--- config.mk ---
export PLATFORM = sky130hd
export DESIGN_NAME = utf16_to_utf8_transcoder_unit
export DESIGN_NICKNAME = d
export VERILOG_FILES = /design/src/rtl/utt_pkg.sv /design/src/rtl/utt_front.sv /design/src/rtl/utt_queue.sv /design/src/rtl/utt_back.sv /design/src/rtl/utf16_to_utf8_transcoder_unit.sv
export SDC_FILE = /design/constraint.sdc
export NUM_CORES = 1
export LEC_CHECK = 0
export BUFFER_PORTS_ARGS = -buffer_cell sky130_fd_sc_hd__buf_2
export CAP_MARGIN = 20
export CORE_MARGIN = 2
export CORE_UTILIZATION = 40
export DETAILED_ROUTE_END_ITERATION = 12
export GPL_TIMING_DRIVEN = 0
export PLACE_DENSITY = 0.66
export SYNTH_ARGS = -nofsm -noshare
export SYNTH_HDL_FRONTEND = slang
export SYNTH_SLANG_ARGS = --single-unit
--- constraint.sdc ---
create_clock -name i_clk -period 5 [get_ports i_clk]
set_input_delay 0.5 -clock i_clk [delete_from_list [all_inputs] [get_ports i_clk]]
set_output_delay 0.5 -clock i_clk [all_outputs]
set_load 0.03 [all_outputs]
--- src/rtl/utt_pkg.sv ---
// package: payload types, surrogate and utf-8 constants, byte encoding helpers
`default_nettype none

package utt_pkg;

    typedef struct packed {
        logic [15:0] code_unit;
        logic        final_unit;
    } t_in_item;

    typedef struct packed {
        logic [7:0] utf8_byte;
        logic       run_end;
    } t_out_item;

    // one queued job: first code point always present, optional second one
    typedef struct packed {
        logic [20:0] cp_a;
        logic        has_b;
        logic [15:0] cp_b;
    } t_job;

    typedef enum logic [1:0] {
        LEN_ONE,
        LEN_TWO,
        LEN_THREE,
        LEN_FOUR
    } t_len;

    localparam logic [15:0] HIGH_SURR_MIN  = 16'hD800;
    localparam logic [15:0] HIGH_SURR_MAX  = 16'hDBFF;
    localparam logic [15:0] LOW_SURR_MIN   = 16'hDC00;
    localparam logic [15:0] LOW_SURR_MAX   = 16'hDFFF;
    localparam logic [20:0] SUPP_BASE      = 21'h10000;
    localparam logic [20:0] TWO_BYTE_MIN   = 21'h00080;
    localparam logic [20:0] THREE_BYTE_MIN = 21'h00800;
    localparam logic [5:0]  HIGH_SURR_TAG  = 6'b110110;
    localparam logic [7:0]  LEAD_TWO       = 8'hC0;
    localparam logic [7:0]  LEAD_THREE     = 8'hE0;
    localparam logic [7:0]  LEAD_FOUR      = 8'hF0;
    localparam logic [7:0]  CONT_BYTE      = 8'h80;

    function automatic t_len utt_len(input logic [20:0] cp);
        t_len len;
        if (cp < TWO_BYTE_MIN) begin
            len = LEN_ONE;
        end else if (cp < THREE_BYTE_MIN) begin
            len = LEN_TWO;
        end else if (cp < SUPP_BASE) begin
            len = LEN_THREE;
        end else begin
            len = LEN_FOUR;
        end
        return len;
    endfunction

    function automatic logic [7:0] utt_byte(input logic [20:0] cp, input t_len len,
                                            input logic [1:0] k);
        logic [7:0] b;
        b = 8'h00;
        case (len)
            LEN_ONE: begin
                b = {1'b0, cp[6:0]};
            end
            LEN_TWO: begin
                case (k)
                    2'd0:    b = LEAD_TWO | {3'b000, cp[10:6]};
                    default: b = CONT_BYTE | {2'b00, cp[5:0]};
                endcase
            end
            LEN_THREE: begin
                case (k)
                    2'd0:    b = LEAD_THREE | {4'b0000, cp[15:12]};
                    2'd1:    b = CONT_BYTE | {2'b00, cp[11:6]};
                    default: b = CONT_BYTE | {2'b00, cp[5:0]};
                endcase
            end
            default: begin
                case (k)
                    2'd0:    b = LEAD_FOUR | {5'b00000, cp[20:18]};
                    2'd1:    b = CONT_BYTE | {2'b00, cp[17:12]};
                    2'd2:    b = CONT_BYTE | {2'b00, cp[11:6]};
                    default: b = CONT_BYTE | {2'b00, cp[5:0]};
                endcase
            end
        endcase
        return b;
    endfunction

endpackage

`default_nettype wire

--- src/rtl/utt_front.sv ---
// front end: accepts code units, pairs surrogates, builds byte jobs
`default_nettype none

module utt_front
    import utt_pkg::*;
(
    input  wire logic     i_clk,
    input  wire logic     i_rst_n,
    input  wire logic     i_valid,
    input  wire t_in_item i_data,
    input  wire logic     i_full,
    output logic          o_push,
    output t_job          o_job
);

    logic        r_held_valid;
    logic [9:0]  r_held_bits;
    logic        n_held_valid;
    logic [9:0]  n_held_bits;
    logic        accept;
    logic        is_high;
    logic        is_low;
    logic        hold_new;
    logic [15:0] cu;

    assign accept = i_valid && !i_full;
    assign cu     = i_data.code_unit;

    always_comb begin
        is_high      = cu inside {[HIGH_SURR_MIN:HIGH_SURR_MAX]};
        is_low       = cu inside {[LOW_SURR_MIN:LOW_SURR_MAX]};
        hold_new     = is_high && !i_data.final_unit;
        n_held_valid = r_held_valid;
        n_held_bits  = r_held_bits;
        o_push       = 1'b0;
        o_job.cp_a   = {5'b00000, cu};
        o_job.has_b  = 1'b0;
        o_job.cp_b   = cu;
        if (accept) begin
            if (r_held_valid && is_low) begin
                // surrogate pair
                o_push       = 1'b1;
                o_job.cp_a   = SUPP_BASE + {1'b0, r_held_bits, cu[9:0]};
                n_held_valid = 1'b0;
                n_held_bits  = '0;
            end else if (r_held_valid) begin
                // flush held surrogate, then the new unit unless it is held
                o_push       = 1'b1;
                o_job.cp_a   = {5'b00000, HIGH_SURR_TAG, r_held_bits};
                o_job.has_b  = !hold_new;
                n_held_valid = hold_new;
                n_held_bits  = hold_new ? cu[9:0] : 10'd0;
            end else begin
                o_push       = !hold_new;
                n_held_valid = hold_new;
                n_held_bits  = hold_new ? cu[9:0] : 10'd0;
            end
        end
    end

    always_ff @(posedge i_clk) begin
        if (!i_rst_n) begin
            r_held_valid <= 1'b0;
            r_held_bits  <= '0;
        end else begin
            r_held_valid <= n_held_valid;
            r_held_bits  <= n_held_bits;
        end
    end

endmodule

`default_nettype wire

--- src/rtl/utt_queue.sv ---
// job queue between front end and byte serializer
`default_nettype none

module utt_queue
    import utt_pkg::*;
#(
    parameter int DEPTH = 4
) (
    input  wire logic i_clk,
    input  wire logic i_rst_n,
    input  wire logic i_push,
    input  wire t_job i_job,
    input  wire logic i_pop,
    output logic      o_full,
    output logic      o_valid,
    output t_job      o_head
);

    localparam int PTR_W = (DEPTH > 1) ? $clog2(DEPTH) : 1;
    localparam int CNT_W = $clog2(DEPTH + 1);
    localparam logic [PTR_W-1:0] LAST_PTR = PTR_W'(DEPTH - 1);
    localparam logic [CNT_W-1:0] FULL_CNT = CNT_W'(DEPTH);

    t_job             r_mem [DEPTH];
    logic [PTR_W-1:0] r_wr_ptr;
    logic [PTR_W-1:0] r_rd_ptr;
    logic [CNT_W-1:0] r_count;
    logic [CNT_W-1:0] n_count;

    assign o_full  = (r_count == FULL_CNT);
    assign o_valid = (r_count != '0);
    assign o_head  = r_mem[r_rd_ptr];

    always_comb begin
        n_count = r_count;
        if (i_push && !i_pop) begin
            n_count = r_count + CNT_W'(1);
        end else if (!i_push && i_pop) begin
            n_count = r_count - CNT_W'(1);
        end
    end

    always_ff @(posedge i_clk) begin
        if (i_push) begin
            r_mem[r_wr_ptr] <= i_job;
        end
    end

    always_ff @(posedge i_clk) begin
        if (!i_rst_n) begin
            r_wr_ptr <= '0;
            r_rd_ptr <= '0;
            r_count  <= '0;
        end else begin
            r_count <= n_count;
            if (i_push) begin
                r_wr_ptr <= (r_wr_ptr == LAST_PTR) ? '0 : r_wr_ptr + PTR_W'(1);
            end
            if (i_pop) begin
                r_rd_ptr <= (r_rd_ptr == LAST_PTR) ? '0 : r_rd_ptr + PTR_W'(1);
            end
        end
    end

`ifndef NO_ASSERTIONS
    a_no_overflow: assert property (@(posedge i_clk) disable iff (!i_rst_n)
        o_full |-> !i_push || i_pop)
        else $error("push into full queue");
    a_no_underflow: assert property (@(posedge i_clk) disable iff (!i_rst_n)
        i_pop |-> o_valid)
        else $error("pop from empty queue");
`endif

endmodule

`default_nettype wire

--- src/rtl/utt_back.sv ---
// back end: walks queued jobs and sends one utf-8 byte per transaction
`default_nettype none

module utt_back
    import utt_pkg::*;
(
    input  wire logic i_clk,
    input  wire logic i_rst_n,
    input  wire logic i_q_valid,
    input  wire t_job i_q_head,
    output logic      o_q_pop,
    output logic      o_valid,
    output t_out_item o_data,
    input  wire logic i_stall
);

    logic        r_part;
    logic [1:0]  r_idx;
    logic        r_out_valid;
    t_out_item   r_out;
    logic [20:0] cur_cp;
    t_len        cur_len;
    logic [1:0]  cur_len_bits;
    logic        last_in_part;
    logic        load;
    t_out_item   n_out;

    assign cur_cp       = r_part ? {5'b00000, i_q_head.cp_b} : i_q_head.cp_a;
    assign cur_len      = utt_len(cur_cp);
    assign cur_len_bits = cur_len;
    assign last_in_part = (r_idx == cur_len_bits);
    assign load         = i_q_valid && (!r_out_valid || !i_stall);
    assign o_q_pop      = load && last_in_part && (r_part || !i_q_head.has_b);

    assign n_out.utf8_byte = utt_byte(cur_cp, cur_len, r_idx);
    assign n_out.run_end   = last_in_part && (r_part || !i_q_head.has_b);

    assign o_valid = r_out_valid;
    assign o_data  = r_out;

    always_ff @(posedge i_clk) begin
        if (!i_rst_n) begin
            r_part      <= 1'b0;
            r_idx       <= '0;
            r_out_valid <= 1'b0;
            r_out       <= '0;
        end else begin
            if (load) begin
                r_out_valid <= 1'b1;
                r_out       <= n_out;
                if (!last_in_part) begin
                    r_idx <= r_idx + 2'd1;
                end else begin
                    r_idx  <= '0;
                    r_part <= !r_part && i_q_head.has_b;
                end
            end else if (!i_stall) begin
                r_out_valid <= 1'b0;
            end
        end
    end

`ifndef NO_ASSERTIONS
    a_part_has_second: assert property (@(posedge i_clk) disable iff (!i_rst_n)
        r_part |-> i_q_valid && i_q_head.has_b)
        else $error("second code point selected without one queued");
    a_idx_in_range: assert property (@(posedge i_clk) disable iff (!i_rst_n)
        i_q_valid |-> r_idx <= cur_len_bits)
        else $error("byte index past sequence length");
    a_pop_ends_run: assert property (@(posedge i_clk) disable iff (!i_rst_n)
        o_q_pop |=> o_valid && o_data.run_end)
        else $error("job retired without run end byte");
`endif

endmodule

`default_nettype wire

--- src/rtl/utf16_to_utf8_transcoder_unit.sv ---
// top level: utf-16 code units in, utf-8 bytes out
//
// channel  direction  valid    stall    payload
// input    in         i_valid  o_stall  i_data (code_unit, final_unit)
// output   out        o_valid  i_stall  o_data (utf8_byte, run_end)
//
// one output byte per cycle while a job waits and i_stall is low; a unit makes 1-3
// bytes, a surrogate pair 4, a flushed surrogate plus a following unit up to 6
// a unit is accepted every cycle while the job queue has room; the output
// byte serializer sets the sustained rate
// with an empty queue the job is queued, then its first byte is put in r_out
// reset clears the held surrogate, the job queue and the output register
// o_stall is high exactly while the job queue is full
`default_nettype none

module utf16_to_utf8_transcoder_unit
    import utt_pkg::*;
#(
    parameter int QUEUE_DEPTH = 4
) (
    input  wire logic     i_clk,
    input  wire logic     i_rst_n,
    input  wire logic     i_valid,
    input  wire t_in_item i_data,
    output logic          o_stall,
    output logic          o_valid,
    output t_out_item     o_data,
    input  wire logic     i_stall
);

    logic push;
    t_job job;
    logic q_full;
    logic q_valid;
    t_job q_head;
    logic q_pop;

    assign o_stall = q_full;

    utt_front u_front (
        .i_clk   (i_clk),
        .i_rst_n (i_rst_n),
        .i_valid (i_valid),
        .i_data  (i_data),
        .i_full  (q_full),
        .o_push  (push),
        .o_job   (job)
    );

    utt_queue #(
        .DEPTH (QUEUE_DEPTH)
    ) u_queue (
        .i_clk   (i_clk),
        .i_rst_n (i_rst_n),
        .i_push  (push),
        .i_job   (job),
        .i_pop   (q_pop),
        .o_full  (q_full),
        .o_valid (q_valid),
        .o_head  (q_head)
    );

    utt_back u_back (
        .i_clk     (i_clk),
        .i_rst_n   (i_rst_n),
        .i_q_valid (q_valid),
        .i_q_head  (q_head),
        .o_q_pop   (q_pop),
        .o_valid   (o_valid),
        .o_data    (o_data),
        .i_stall   (i_stall)
    );

endmodule

`default_nettype wire

==> impl_metrics.csv <==
group,metric,value,unit
critical_path,reg2reg_depth,14,
global_route,grt_pass1_wl,25.1,mm
sta,fin_crit_sh,91.8,%
logic_synthesis,ys_seq_area_share,66.6,%
logic_synthesis,synth_enable_flop_cells,152,
global_route,grt_remaining_overflow,0,
placement,placed_area,8410,um2
critical_path,crit_required,5.35,ns
clock_tree,hold_buffers,0,
logic_synthesis,syn_area,7840,um2
critical_path,cp_max_fo,10,
critical_path,critPathMaxStageDelay,0.59,ns
worst_hold_path,hold_end,"u_queue.r_mem[3][8]",
logic_synthesis,synth.area.top_cells,"edfxtp_1, mux4_2, dfxtp_1, mux2_2, ha_1",
logic_synthesis,yosys_register_bits,185,
clock_tree,cts_root_buf,"clkbuf_16",
sta,fmax,218,MHz
floorplan,pin_count,32,
floorplan,core.rowCount,51,
critical_path,cp-start-kind,"flop",
placement,dp_hpwl,11.0,mm
sta,rsz0062_at_grt,"false",
sta,hold_viol,0,
routing,dr.pass1.iters,5,
routing,drt-total-wl,16.2,mm
sta,post-route-min-period,4.59,ns
critical_path,crit_family,"simple AND/OR/NAND/NOR gates",
floorplan,die_h,144,um
layout,stdcell_count,809,
global_route,track_usage,16.6,%
logic_synthesis,syn-num-nets,509,
critical_path,r2r_setup_slack,0.41,ns
placement,gp_congestion,0.867,
critical_path,crit_buf_inv,3,
routing,vias_per_cell,5.42,
clock_tree,htreeDepth,4,
critical_path,r2r_end,"u_queue.r_count[2]",
run,cap_violations,0,
routing,drt-wirelength-per-cell,20.0,um
power,power_leakage,2.99,nW
clock_tree,cts.sinks,185,
layout,regArea,5230,um2
critical_path,path_class,"reg2reg",
worst_hold_path,whs_path_depth,1,
critical_path,end_kind,"flop",
clock_tree,clk_pin_slew,0.07,ns
routing,vias,4381,
sta,drv_slew,0,
status,status,"finished, final reports clean",
routing,drc,0,
global_route,antenna_found_initial,1,
routing,first_iter_violations,356,
logic_synthesis,synth.most_common_cell,"edfxtp_1",
clock_tree,cts_tree,"built",
logic_synthesis,avgSynthCellArea,16.5,um2
clock_tree,post_cts_buffers,0,
logic_synthesis,yosys.area.top_type,"edfxtp_1",
global_route,grt_pass1_vias,4374,
layout,areaGrowthSynthToFinish,15.8,%
logic_synthesis,synth_ff_type,"edfxtp_1",
logic_synthesis,synth_top_area_share,58.2,%
sta,slew_headroom,44.4,%
clock_tree,cts_buffers,17,
critical_path,crit_chain,"clkbuf_1 > clkbuf_1 > mux4_2 > mux2_2 > nor4_4 > nand3_2 > or4_4 > a21o_1 > ha_1 > inv_1 > fa_1 > xor2_1 > or3_1 > a21boi_0",
worst_hold_path,min_path_type,"in2reg",
sta,setup_viol,0,
clock_tree,clk_path_buf_depth,2,
routing,postRouteAntennaNets,0,
critical_path,worstPathArrival,4.94,ns
placement,dp.cells,776,
global_route,grt_max_degree,31,
layout,utilization,47.0,%
floorplan,core_area,19300,um2
layout,nets,564,
floorplan,die_area,20700,um2
sta,worstMarginPinSlew,0.834,ns
floorplan,die_w,144,um
logic_synthesis,ys_types,54,
clock_tree,clk_latency,0.44,ns
layout,multiInputGateArea,2470,um2
power,power,4.20,mW
worst_hold_path,hp-start,"i_data[9]",
placement,port_buffers,30,
critical_path,cpMaxStageDelayCell,"or4_4",
power,p_per_area,462,nW/um2
layout,n_antenna_cell,0,
sta,skew,0.0233,ns
clock_tree,post_cts_resized,0,
layout,final_area,9080,um2
logic_synthesis,synth_commonest_cells,"edfxtp_1, mux4_2, dfxtp_1",
sta,fin_setup_tns,0,ns
layout,post_route_cells_drive_above_1_share,25.0,%
critical_path,crit_top_cell,"clkbuf_1",
layout,fillers,1654,
logic_synthesis,yosys_warnings,0,
logic_synthesis,ys_async_sr_fraction,0,%
power,peakVddDrop,0.000236,V
floorplan,initial_core_util,40.6,%
logic_synthesis,postSynthCellCount,476,
[routing by layer]
layer  vias up  track usage, %  share of wire (%)
met5         -               0              0.080
met4         2            4.95                1.0
met3        14            3.84                5.7
met2       117            26.3                 48
met1      2233            23.1                 45
li1       2015               -                  -
[final cells by class]
type	instances	area share, %
clock buffer	18	4.72
sequential	185	57.5
timing repair buffer	36	2.67
buffer	25	1.32
tap	265	3.65
clock inverter	14	2.58
inverter	9	0.372
multi-input combinational	257	27.2
[cell families (layout without fill, tap and decap cells)]
kind of cell    after synthesis  count (layout)  share of synthesized area (%)
compound gates               79              79                           7.16
xor+xnor                      6               6                          0.670
fa+ha+maj                    12              12                           2.01
buf+inv                      34             102                           1.96
flops                       185             185                           66.6
mux                          71              71                           15.6
simple gates                 89              89                           5.95
[cells in the final DEF, fill, tap and decap left out, drive strengths merged, types with 5 or more instances in the layout]
cell    count
o21ai      10
inv        14
nand2      20
clkbuf     38
buf        41
nor2b      17
a21oi      15
o31ai       5
mux2       22
mux4       38
nor2       21
a221oi      6
mux2i      11
and2        5
nand3      12
ha         11
bufinv      5
edfxtp    152
a22oi      13
dfxtp      33
[through the flow]
stage / setup WS, ns / hold slack [ns]
after floorplan: 1.15 / 0.467
after global placement: 0.502 / 0.444
after detailed placement: 0.389 / 0.449
after CTS: 0.373 / 0.299
after global routing: 0.138 / 0.303
final: 0.410 / 0.305
[where the power goes]
group	internal (mW)	leakage, nW	total (mW)	switching [mW]
Sequential	1.82	1.69	1.88	0.0608
Combinational	0.309	0.981	0.817	0.507
Clock	0.902	0.317	1.49	0.593
[worst max path at each step]
stage / startpoint / end / depth (start not counted)
4_1_cts: flop / u_queue.r_count[2] / 14
5_1_grt: flop / u_queue.r_count[2] / 14
3_5_place_dp: flop / u_queue.r_count[2] / 14
3_3_place_gp: flop / u_queue.r_count[2] / 14
6_report: flop / u_queue.r_count[2] / 14
2_1_floorplan: flop / u_queue.r_count[2] / 14
[flip-flops by register name, indices dropped and copies added, names as in the netlist, named ones only]
name	cells
u_queue.r_mem	152
u_queue.r_rd_ptr	2
u_back.r_idx	2
u_front.r_held_valid	1
u_back.o_data	9
u_back.o_valid	1
u_back.r_part	1
u_queue.r_wr_ptr	2
u_front.r_held_bits	10
u_queue.r_count	3
Note: power is estimated with default switching activity, not from simulation.
